**src/hdl/epda_pkg.sv**
```systemverilog
// ----------------------------------------------------------------------------
// epda_pkg
// Shared types and constants for the early packet discard admission block:
// beat layouts, drop causes, register indexes and per-channel flag storage.
// ----------------------------------------------------------------------------
package epda_pkg;

  // Physical depth of the shared cell buffer; the programmed capacity is
  // clipped to this.
  localparam int unsigned BUFFER_DEPTH = 1024;

  // Field widths fixed by the beat formats.
  localparam int unsigned CNT_W      = 11;
  localparam int unsigned CFG_W      = 11;
  localparam int unsigned ACT_W      = 9;
  localparam int unsigned CH_IN_W    = 8;
  localparam int unsigned S_TDATA_W  = 16;
  localparam int unsigned S_TUSER_W  = 2;
  localparam int unsigned M_TDATA_W  = 16;
  localparam int unsigned CFG_IDX_W  = 2;

  // Capacity limit expressed at counter width.
  localparam logic [CNT_W-1:0] DEPTH_LIMIT = CNT_W'(BUFFER_DEPTH);

  typedef enum logic {
    OP_ARRIVAL,
    OP_SERVE
  } opcode_t;

  typedef enum logic [1:0] {
    CAUSE_NONE,
    CAUSE_FRAME,
    CAUSE_FULL,
    CAUSE_ILLEGAL
  } drop_cause_t;

  typedef enum logic [CFG_IDX_W-1:0] {
    REG_EARLY_THRESHOLD,
    REG_LOW_PRIORITY_THRESHOLD,
    REG_BUFFER_CAPACITY,
    REG_ACTIVE_CHANNELS
  } cfg_reg_t;

  // Per-channel frame tracking flags, both set after reset.
  typedef struct packed {
    logic frame_ok;
    logic at_frame_start;
  } chan_flags_t;

  typedef struct packed {
    opcode_t              opcode;
    logic [CH_IN_W-1:0]   channel;
    logic                 low_priority;
    logic                 end_of_frame;
    logic                 framed_cell;
  } cell_item_t;

  typedef struct packed {
    logic [CFG_W-1:0] early_threshold;
    logic [CFG_W-1:0] low_priority_threshold;
    logic [CFG_W-1:0] buffer_capacity;
    logic [ACT_W-1:0] active_channels;
  } admit_cfg_t;

  typedef struct packed {
    logic             accepted;
    drop_cause_t      drop_cause;
    logic [CNT_W-1:0] occupancy;
  } admit_result_t;

endpackage

```
**src/hdl/epda_flag_ram.sv**
```systemverilog
// ----------------------------------------------------------------------------
// epda_flag_ram
// Per-channel flag memory with one registered read port and one write port.
// After reset it sweeps every entry to the set state, one entry per cycle.
// ----------------------------------------------------------------------------
module epda_flag_ram #(
  parameter int unsigned NUM_CHANNELS = 256,
  localparam int unsigned ADDR_W = $clog2(NUM_CHANNELS)
) (
  input  logic                  clk,
  input  logic                  rst,
  input  logic                  rd_en,
  input  logic [ADDR_W-1:0]     rd_addr,
  output epda_pkg::chan_flags_t rd_data,
  input  logic                  wr_en,
  input  logic [ADDR_W-1:0]     wr_addr,
  input  epda_pkg::chan_flags_t wr_data,
  output logic                  clearing
);
  import epda_pkg::*;

  localparam logic [ADDR_W-1:0] LAST_ADDR = ADDR_W'(NUM_CHANNELS - 1);

  chan_flags_t       mem [NUM_CHANNELS];
  logic [ADDR_W-1:0] clr_addr;
  logic              mem_we;
  logic [ADDR_W-1:0] mem_waddr;
  chan_flags_t       mem_wdata;

  // The clearing sweep owns the write port until it finishes.
  always_comb begin
    mem_we    = clearing | wr_en;
    mem_waddr = clearing ? clr_addr : wr_addr;
    mem_wdata = clearing ? '{frame_ok: 1'b1, at_frame_start: 1'b1} : wr_data;
  end

  // Sweep control.
  always_ff @(posedge clk) begin
    if (rst) begin
      clearing <= 1'b1;
      clr_addr <= '0;
    end else if (clearing) begin
      if (clr_addr == LAST_ADDR) begin
        clearing <= 1'b0;
      end
      clr_addr <= clr_addr + ADDR_W'(1);
    end
  end

  // Storage array with registered read data.
  always_ff @(posedge clk) begin
    if (rd_en) begin
      rd_data <= mem[rd_addr];
    end
    if (mem_we) begin
      mem[mem_waddr] <= mem_wdata;
    end
  end

endmodule

```
**src/hdl/epda_decide.sv**
```systemverilog
// ----------------------------------------------------------------------------
// epda_decide
// Admission decision for one item: channel check, frame start thresholds,
// end-of-frame reset, overflow test and the occupancy update.
// ----------------------------------------------------------------------------
module epda_decide #(
  parameter int unsigned NUM_CHANNELS = 256
) (
  input  epda_pkg::cell_item_t          item,
  input  epda_pkg::chan_flags_t         flags,
  input  logic [epda_pkg::CNT_W-1:0]    count,
  input  epda_pkg::admit_cfg_t          cfg,
  output epda_pkg::admit_result_t       result,
  output logic [epda_pkg::CNT_W-1:0]    count_next,
  output logic                          flag_we,
  output epda_pkg::chan_flags_t         flags_next
);
  import epda_pkg::*;

  logic [CNT_W-1:0] cap;
  logic             room;
  logic             legal;
  logic             acc;
  drop_cause_t      cause;

  always_comb begin
    // Usable capacity is the programmed value clipped to the buffer depth.
    cap   = (cfg.buffer_capacity < DEPTH_LIMIT) ? cfg.buffer_capacity : DEPTH_LIMIT;
    room  = count < cap;
    legal = ({1'b0, item.channel} < cfg.active_channels) &&
            (32'(item.channel) < NUM_CHANNELS);

    flags_next = flags;
    flag_we    = 1'b0;
    count_next = count;
    acc        = 1'b0;
    cause      = CAUSE_NONE;

    if (item.opcode == OP_SERVE) begin
      // A serve removes one queued cell when there is one.
      if (count != '0) begin
        count_next = count - CNT_W'(1);
      end
    end else if (!legal) begin
      cause = CAUSE_ILLEGAL;
    end else if (!item.framed_cell) begin
      // Plain cells only see the overflow test.
      if (room) begin
        acc        = 1'b1;
        count_next = count + CNT_W'(1);
      end else begin
        cause = CAUSE_FULL;
      end
    end else begin
      flag_we = 1'b1;
      // The first cell of a frame decides the fate of the whole frame.
      if (flags.at_frame_start) begin
        flags_next.at_frame_start = 1'b0;
        if (count >= cfg.early_threshold) begin
          flags_next.frame_ok = 1'b0;
        end
        if (item.low_priority && (count >= cfg.low_priority_threshold)) begin
          flags_next.frame_ok = 1'b0;
        end
      end
      // The last cell rearms the channel and is always offered.
      if (item.end_of_frame) begin
        flags_next.frame_ok       = 1'b1;
        flags_next.at_frame_start = 1'b1;
      end
      if (!flags_next.frame_ok) begin
        cause = CAUSE_FRAME;
      end else if (room) begin
        acc        = 1'b1;
        count_next = count + CNT_W'(1);
      end else begin
        // An overflow poisons the remainder of the frame.
        flags_next.frame_ok = 1'b0;
        cause               = CAUSE_FULL;
      end
    end

    result.accepted   = acc;
    result.drop_cause = cause;
    result.occupancy  = count_next;
  end

endmodule

```
**src/hdl/early_packet_discard_admission.sv**
```systemverilog
// ----------------------------------------------------------------------------
// early_packet_discard_admission
// Admission control for a shared cell buffer using early packet discard,
// with a lower threshold for frames that start with a low-priority cell.
//
//   Channel  Direction  Handshake            Content
//   s_*      in         s_tvalid / s_tready  cell arrival or serve request
//   m_*      out        m_tvalid / m_tready  admission result per item
//   cfg_*    in         cfg_valid/cfg_ready  register index and write data
//
// One item is accepted per cycle while the output is not stalled; each result
// is loaded into the output register from the input stage (flag memory read
// at the accepting edge, then the decision into the output register).
// The per-channel flags are read and rewritten in the same flow, with a
// forwarding register covering back-to-back cells on one channel.
// After reset every entry of the flag memory is swept, during which
// s_tready stays low; configuration writes are taken throughout.
// A stalled output holds the pipeline; s_tready falls only once both the
// input stage and the output register are occupied.
// ----------------------------------------------------------------------------
module early_packet_discard_admission #(
  parameter int unsigned NUM_CHANNELS = 256
) (
  input  logic                              clk,
  input  logic                              rst,
  // Input beats.
  input  logic                              s_tvalid,
  output logic                              s_tready,
  input  logic [epda_pkg::S_TDATA_W-1:0]    s_tdata,   // [7:0] channel, [8] low_priority
  input  logic                              s_tlast,   // end_of_frame
  input  logic [epda_pkg::S_TUSER_W-1:0]    s_tuser,   // [0] opcode, [1] framed_cell
  // Result beats.
  output logic                              m_tvalid,
  input  logic                              m_tready,
  output logic [epda_pkg::M_TDATA_W-1:0]    m_tdata,   // [0] accepted, [2:1] drop_cause,
                                                       // [13:3] occupancy
  // Register writes.
  input  logic                              cfg_valid,
  output logic                              cfg_ready,
  input  logic [epda_pkg::CFG_IDX_W-1:0]    cfg_index,
  input  logic [epda_pkg::CFG_W-1:0]        cfg_data
);
  import epda_pkg::*;

  localparam int unsigned CH_W = $clog2(NUM_CHANNELS);

  admit_cfg_t       cfg;
  cell_item_t       in_item;
  logic [CH_W-1:0]  in_idx;
  logic             s_accept;
  logic             s1_valid;
  logic             s1_adv;
  cell_item_t       s1_item;
  logic [CH_W-1:0]  s1_idx;
  logic             lw_valid;
  logic [CH_W-1:0]  lw_idx;
  chan_flags_t      lw_flags;
  chan_flags_t      rd_flags;
  chan_flags_t      cur_flags;
  logic             clearing;
  logic [CNT_W-1:0] count;
  logic [CNT_W-1:0] count_next;
  admit_result_t    result;
  logic             flag_we;
  logic             wr_en;
  chan_flags_t      flags_next;

  // Input beat unpacking.
  always_comb begin
    in_item.opcode       = opcode_t'(s_tuser[0]);
    in_item.framed_cell  = s_tuser[1];
    in_item.channel      = s_tdata[CH_IN_W-1:0];
    in_item.low_priority = s_tdata[CH_IN_W];
    in_item.end_of_frame = s_tlast;
    in_idx               = CH_W'(s_tdata[CH_IN_W-1:0]);
  end

  // Handshake: the input stage moves on whenever the output register frees.
  assign s1_adv    = s1_valid && (!m_tvalid || m_tready);
  assign s_tready  = !clearing && (!s1_valid || s1_adv);
  assign s_accept  = s_tvalid && s_tready;
  assign cfg_ready = 1'b1;
  assign wr_en     = s1_adv && flag_we;

  // Forward the previous cell's flags when it hit the same channel.
  assign cur_flags = (lw_valid && (lw_idx == s1_idx)) ? lw_flags : rd_flags;

  epda_flag_ram #(
    .NUM_CHANNELS(NUM_CHANNELS)
  ) u_flag_ram (
    .clk      (clk),
    .rst      (rst),
    .rd_en    (s_accept),
    .rd_addr  (in_idx),
    .rd_data  (rd_flags),
    .wr_en    (wr_en),
    .wr_addr  (s1_idx),
    .wr_data  (flags_next),
    .clearing (clearing)
  );

  epda_decide #(
    .NUM_CHANNELS(NUM_CHANNELS)
  ) u_decide (
    .item       (s1_item),
    .flags      (cur_flags),
    .count      (count),
    .cfg        (cfg),
    .result     (result),
    .count_next (count_next),
    .flag_we    (flag_we),
    .flags_next (flags_next)
  );

  // Configuration registers.
  always_ff @(posedge clk) begin
    if (rst) begin
      cfg.early_threshold        <= CFG_W'(600);
      cfg.low_priority_threshold <= CFG_W'(500);
      cfg.buffer_capacity        <= CFG_W'(1024);
      cfg.active_channels        <= ACT_W'(256);
    end else if (cfg_valid && cfg_ready) begin
      unique case (cfg_reg_t'(cfg_index))
        REG_EARLY_THRESHOLD:        cfg.early_threshold        <= cfg_data;
        REG_LOW_PRIORITY_THRESHOLD: cfg.low_priority_threshold <= cfg_data;
        REG_BUFFER_CAPACITY:        cfg.buffer_capacity        <= cfg_data;
        REG_ACTIVE_CHANNELS:        cfg.active_channels        <= cfg_data[ACT_W-1:0];
      endcase
    end
  end

  // Input stage.
  always_ff @(posedge clk) begin
    if (rst) begin
      s1_valid <= 1'b0;
    end else if (s_tready) begin
      s1_valid <= s_tvalid;
    end
    if (s_accept) begin
      s1_item <= in_item;
      s1_idx  <= in_idx;
    end
  end

  // Buffer occupancy and the last flag write for forwarding.
  always_ff @(posedge clk) begin
    if (rst) begin
      count    <= '0;
      lw_valid <= 1'b0;
    end else begin
      if (s1_adv) begin
        count <= count_next;
      end
      if (wr_en) begin
        lw_valid <= 1'b1;
      end
    end
    if (wr_en) begin
      lw_idx   <= s1_idx;
      lw_flags <= flags_next;
    end
  end

  // Output register.
  always_ff @(posedge clk) begin
    if (rst) begin
      m_tvalid <= 1'b0;
    end else if (s1_adv) begin
      m_tvalid <= 1'b1;
    end else if (m_tready) begin
      m_tvalid <= 1'b0;
    end
    if (s1_adv) begin
      m_tdata <= M_TDATA_W'({result.occupancy, result.drop_cause, result.accepted});
    end
  end

endmodule

```
**config.mk**
```make
export PLATFORM = sky130hd
export DESIGN_NAME = early_packet_discard_admission
export DESIGN_NICKNAME = d
export VERILOG_FILES = /design/src/hdl/epda_pkg.sv /design/src/hdl/epda_flag_ram.sv /design/src/hdl/epda_decide.sv /design/src/hdl/early_packet_discard_admission.sv
export SDC_FILE = /design/constraint.sdc
export NUM_CORES = 1
export LEC_CHECK = 0
export ABC_AREA = 1
export BUFFER_PORTS_ARGS = -buffer_cell sky130_fd_sc_hd__buf_2
export CORE_MARGIN = 3
export CORE_UTILIZATION = 55
export DETAILED_ROUTE_END_ITERATION = 10
export GPL_TIMING_DRIVEN = 0
export PLACE_DENSITY = 0.72
export SYNTH_ARGS = -nofsm -noshare
export SYNTH_HDL_FRONTEND = slang
export SYNTH_HIERARCHICAL = 1
export SYNTH_SLANG_ARGS = --single-unit
export TNS_END_PERCENT = 100
```
**constraint.sdc**
```tcl
create_clock -name clk -period 12 [get_ports clk]
set_input_delay 1.2 -clock clk [delete_from_list [all_inputs] [get_ports clk]]
set_output_delay 1.2 -clock clk [all_outputs]
set_load 0.05 [all_outputs]
```
==> impl_results.md, run 1 <==
- Run status: completed
- Resized Gates After CTS: 0
- Post-CTS Repair Setup Buffers: 0
- Distinct cell type count after synthesis: 41
- Sequential element share of the synthesized area: 64.13%
- Clk slew on worst S/H paths: 60 ps
- Final Util: between 60 and 70%
- Routed Wire Length: between 80000 and 90000 um
- Power Dens Cells: 146.5 nW/um2
- Fraction of layout cells with a size suffix above 1: 10.86%
- Post-synth top area share: 59.45%
- Least-Margin Pin Slew: between 1000 and 1500 ps
- First-pass GRT wire length: approximately 130000 um
- Clock sinks: approximately 620
- Largest net degree at the start of global routing: 96
- CTS Buf Count: 61
- CTS max path bufs: 3
- DP Cell Count: between 3k and 4k
- Synthesized cell area: 27780 um2
- RePlAce Congestion: 1.008
- Non-filler cells, final: around 3.6k
- Cells after synthesis: 2807
- Endpoints failing hold: 0
- Die area: 53250 um2
- CP Buf/Inv Count: 4
- Wire length on met3: 9867 um
- Vias: 21.72k
- Flop2flop setup slack: 7490 ps
- Total grt overflow: 0
- Wirelength per Cell: 23.32 um
- Slowest stage delay, CP: between 500 and 600 ps
- Final Skew: 33.20 ps
- Setup violations, final: 0
- Hold Buf Count CTS: 0
- Die Y: ~230 um
- Critical path cell sequence: ha_1, nand2_1, nor2_1, o211ai_1, nand3_1, nor2_1, nand2_1, inv_1, nor2_2, clkinv_1, buf_2, nand2_1, buf_2, nor2_1
- Worst setup EP type: register
- Drt pass-1 iters: 6
- DR DRC count: 0
- H-tree depth: 2
- Period utilization: 37.56%
- Number of max-cap violations: 0
- DRT iter0 DRCs: between 2k and 3k
- Die X: 230.8 um
- CP arrival: 4870 ps
- WS Path Type: reg -> reg
- Synth warn: 6
- Final ANT Viol Nets: 0
- Wire length on met2: just under 40000 um
- TNS Setup: 0 ps
- Clk_lat worst skew: around 640 ps
- Synth area leaders: edfxtp_1 (59%), nand2_1 (9.7%), nand3_1 (9.6%)
- Root buf cell: clkbuf_16
- Max-slew violations: 0
- CP max-delay cell: edfxtp_1
- Worst VDD drop: about 0.13 mV
- Crit start category: register
- Diodes inserted: 0
- Port-buffer cells: 45
- DP HPWL: 57290 um
- Fin crit period: 4508 ps
- Initial Util: 56.17%
- CORE AREA: 49460 um2
- Synthesized area per cell: 9.897 um2
- DR top layer: met4
- CTS tree: yes
- Crit path max-delay family: simple AND/OR/NAND/NOR gates
- RSZ-0062 raised after global routing: false
- Standard-cell rows: 81
- Yosys top cell by area: edfxtp_1
- Data required, critical path: 12360 ps
- Hold Path Class: reg -> reg
- Final #Nets: 3001
- Max frequency: roughly 220 MHz
- I/O pins: 56
- Number of global-route vias before repair: 21.17k
- Wl on met1: about 30000 um
- Yosys reg bits: 615
- Pleak: 0.01084 uW
- Area grow syn2layout: 11.70%
- Total GRT Usage: between 30% and 40%
- Initial antenna violation count: 0
- Vias per inst: 5.969
- Slew HR: 33.33%
- Crit-path max FO: 11
path summary, 6_finish.rpt:
path	startpoint	to	cells past startpoint
max	s1_idx[6]	u_flag_ram/mem[141][1]	14
max reg2reg	s1_idx[6]	u_flag_ram/mem[141][1]	14
min	cfg[19]	cfg[19]	2
min reg2reg	cfg[19]	cfg[19]	2
worst min-delay path, cell delays in order (launching register included):
cell	delay, ps
dfxtp_1	320
nand2_1	50
nand3_1	50
Yosys cell counts (all sizes together):
cell type and count:
nor3 9, nand2 735, edfxtp 550, a211oi 1
clkbuf 42, buf 134, inv 151, conb 2
o211ai 1, clkinv 1, nor4 1, xor2 6
o21ai 62, nand4 7, ha 42, o21a 3
nand3 540, a21oi 32, nor2 415, xnor2 1
o21bai 2, dfxtp 65, or2 5
stage by stage:
stage | worst slack (ps) | instance area [um2] | hold slack [ps] | total power, uW
after global routing | 7324 | 31030 | 487.7 | 4671
after global placement | 5865 | 28840 | 442.9 | 2632
after CTS | 7611 | 31030 | 458.3 | 4551
final | 7492 | 31030 | 459.6 | 4547
after detailed placement | 7367 | 29000 | 446.2 | 2639
after floorplan | 8052 | 27790 | 428.9 | 2525
state kept, by name, summed over array words and instances (netlist names):
name,flops
u_flag_ram/clr_addr,8
s1_item,4
m_tdata,14
s1_idx,8
lw_valid,1
count,11
lw_idx,8
u_flag_ram/mem,512
cfg,42
u_flag_ram/clearing,1
lw_flags,2
s1_valid,1
m_tvalid,1
u_flag_ram/rd_data,2
cell families (layout without fill, tap and decap cells):
group | Yosys count | count (layout) | share of synthesized area (%)
AND/OR/NAND/NOR | 1712 | 1712 | 26.43
adder cells (fa/ha/maj) | 42 | 42 | 1.892
buffers and inverters | 328 | 494 | 5.224
flip-flops | 615 | 615 | 64.13
XOR/XNOR | 7 | 7 | 0.2747
other | 2 | 3 | 0.02703
AO/OA/AOI/OAI | 101 | 101 | 2.018
cell usage in the layout (no fill, tap or decap), types with 3 or more instances in the layout:
master / count
buf_2: 134
a21oi_1: 30
nor3_1: 8
buf_4: 21
inv_1: 136
nor2_2: 6
edfxtp_1: 550
nor2_1: 400
o21a_1: 3
bufinv_16: 8
nand3_2: 5
conb_1: 3
clkinv_2: 15
xor2_1: 4
dfxtp_1: 65
nand3_1: 534
clkinv_1: 9
buf_1: 20
clkbuf_1: 59
nor2_4: 9
clkbuf_16: 63
o21ai_0: 56
nand2_2: 17
buf_16: 5
nand2_1: 716
ha_1: 42
buf_6: 4
inv_2: 15
nand4_1: 6
cell type report:
type	count	area, um2
fillers	4092	18430
flip-flops and latches	615	17820
multi-input cells	1865	8522
clock buffers	80	1640
plain buffers	176	880.8
well taps	664	830.8
inverters	152	570.5
clock inverters	35	386.6
repair buffers	51	382.9
routing by layer:
metal  vias to the layer above  track usage, %
met5                         -               0
met4                         0           16.13
met3                       313           6.898
met2                      1391           51.46
met1                     10290           40.75
li1                       9726               -
report_power, final:
group          switching [uW]  total [uW]  internal, uW
registers                4.65        2310          2310
logic                     220         295          75.6
clock network             808        1940          1130
(Power assumes the default switching activity.)
==> inputs of run 2 (changes only) <==
Clock period 12 ns to 4.6 ns, I/O delays scaled along.
==> run 2 against run 1 <==
  * Maximum frequency is 5.2% higher
  * Critical path depth unchanged
  * Critical path type unchanged
  * Flip-flop and latch count stayed put
  * Clock power increased to 2.6 times the previous value
  * Clock-buffer cell count unchanged
  * Worst hold slack got worse by 440 ps
  * Via count fell by 0.37%
  * Routed wire length hardly changed
  * Critical endpoint unchanged
  * Final cell count is the same
==> impl_results.md, run 2 (same netlist as run 1, synthesis figures left out) <==
- Root buf cell: clkbuf_16
- Run status: completed
- FF-to-FF Start: s1_idx[6]
- Flop2flop setup slack: between 300 and 400 ps
- Final Util: 62.76%
- Crit path max-delay family: simple AND/OR/NAND/NOR gates
- Fraction of layout cells with a size suffix above 1: between 10 and 15%
- Period utilization: 93.14%
- Least-Margin Pin Slew: 985.1 ps
- RR Endpoint: u_flag_ram/mem[141][1]
- Setup violations, final: 0
- Hold Buf Count CTS: 0
- Worst setup margin: 315.7 ps
- Area grow syn2layout: 11.73%
- Power Dens Cells: 382.1 nW/um2
- CP Launch Point: s1_idx[6]
- Largest net degree at the start of global routing: 96
- Slew HR: 34.33%
- Worst VDD drop: 0.3435 mV
- Die Y: 230.8 um
- Standard-cell rows: 81
- Most flop-heavy register: u_flag_ram/mem
- Post-CTS Repair Setup Buffers: 0
- Drt pass-1 iters: 6
- Data required, critical path: around 4900 ps
- Endpoints failing hold: 0
- Total grt overflow: 0
- Most used cell, CP: nor2_1
- Worst setup EP type: register
- Hold Path Class: in -> reg
- Clk slew on worst S/H paths: 60 ps
- DRT iter0 DRCs: ~2.8k
- Fin crit period: 4284 ps
- CTS Buf Count: 61
- CP arrival: 4600 ps
- Crit-path max FO: 11
- Clk_lat worst skew: 640 ps
- Initial antenna violation count: 0
- Port-buffer cells: 45
- Resized Gates After CTS: 0
- CORE AREA: 49460 um2
- I/O pins: 56
- RePlAce Congestion: 1.008
- Critical path cell sequence: ha_1, a21oi_1, nor2_1, a21oi_1, nand3_1, nor2_1, nand2_1, inv_1, nor2_4, clkinvlp_4, buf_2, nand2_1, buf_2, nor2_1
- Final #Nets: 3001
- Post-place setup slack: around 240 ps
- Max reg flops: around 510
- CP Buf/Inv Count: 4
- Max frequency: about 230 MHz
- Clock sinks: 615
- DP HPWL: roughly 57000 um
- Diodes inserted: 0
- Pleak: 0.01084 uW
- Final Skew: 34.19 ps
- Wirelength per Cell: 23.31 um
- Initial Util: 56.17%
- Fillers: 4092
- Routed Wire Length: 84820 um
- Crit start category: register
- Slowest stage delay, CP: 520 ps
- First-pass GRT wire length: 126400 um
- Final ANT Viol Nets: 0
- Number of max-cap violations: 0
- Number of global-route vias before repair: 21.17k
- Die area: ~53000 um2
- CTS tree: yes
- Die X: 230.8 um
- CP max-delay cell: edfxtp_1
- CP Capture Point: u_flag_ram/mem[141][1]
- WS Path Type: reg -> reg
- H-tree depth: 2
- Number of cells on the worst reg-to-reg path: 14
- Vias: 21.64k
- Top Registers: u_flag_ram/mem: 512 flops, cfg: 42 flops, m_tdata: 14 flops
- RSZ-0062 raised after global routing: false
- Total GRT Usage: a little under a third
- Most common cell after layout, fill and taps aside: nand2_1
- Vias per inst: 5.947
- CTS max path bufs: 3
- Max-slew violations: 0
- Commonest cells after routing, fill and taps aside: nand2_1 (716), edfxtp_1 (550), nand3_1 (534)
- Crit path depth: 14
- DR DRC count: 0
- Worst Hold Margin: 21.75 ps
run 2: cell types whose count changed in the layout (fill, tap and decap cells not counted):
cell	previous run	this run
clkinv_1	9	8
clkinvlp_4	1	2
nor2_2	6	5
nor2_4	9	10
run 2: cell type report:
class	count	area (um2)	share of cell area, %
repair buffers	51	382.9	1.233
plain buffers	176	880.8	2.838
clock inverters	35	386.6	1.246
multi-input cells	1865	8527	27.47
clock buffers	80	1640	5.285
flip-flops and latches	615	17820	57.40
inverters	152	574.3	1.850
well taps	664	830.8	2.677
run 2: worst min-delay path by stage:
stage	startpoint	end	slack, ps	depth (start not counted)
floorplan	cfg[19]	cfg[19]	430	2
global placement	cfg[19]	cfg[19]	440	2
detailed placement	cfg[19]	cfg[19]	450	2
CTS	s_tdata[3]	s1_idx[3]	0.9	1
global route	s_tdata[3]	s1_idx[3]	20	1
finish	s_tdata[3]	s1_idx[3]	20	1
run 2: where the power goes:
part           internal (uW)  switching, uW
sequential              6020           12.2
combinational            197            573
clock                   2960           2110
run 2: routing by layer:
metal	track usage [%]	vias up	wire length (um)
met2	51.46	1364	39360
met4	16.13	0	5305
met3	6.898	319	9653
met1	40.75	10230	30500
met5	0	-	0
li1	-	9718	-
run 2: through the flow:
| stage | power, uW | setup TNS [ps] | cells | area (um2) |
|---|---|---|---|---|
| final | 11860 | 0 | 3638 | 31040 |
| after global routing | 12190 | 0 | 3638 | 31040 |
| after CTS | 11870 | 0 | 3638 | 31030 |
| after detailed placement | 6884 | 0 | 3523 | 29000 |
| after global placement | 6866 | -751720 | 3517 | 28840 |
| after floorplan | 6588 | 0 | 2808 | 27790 |
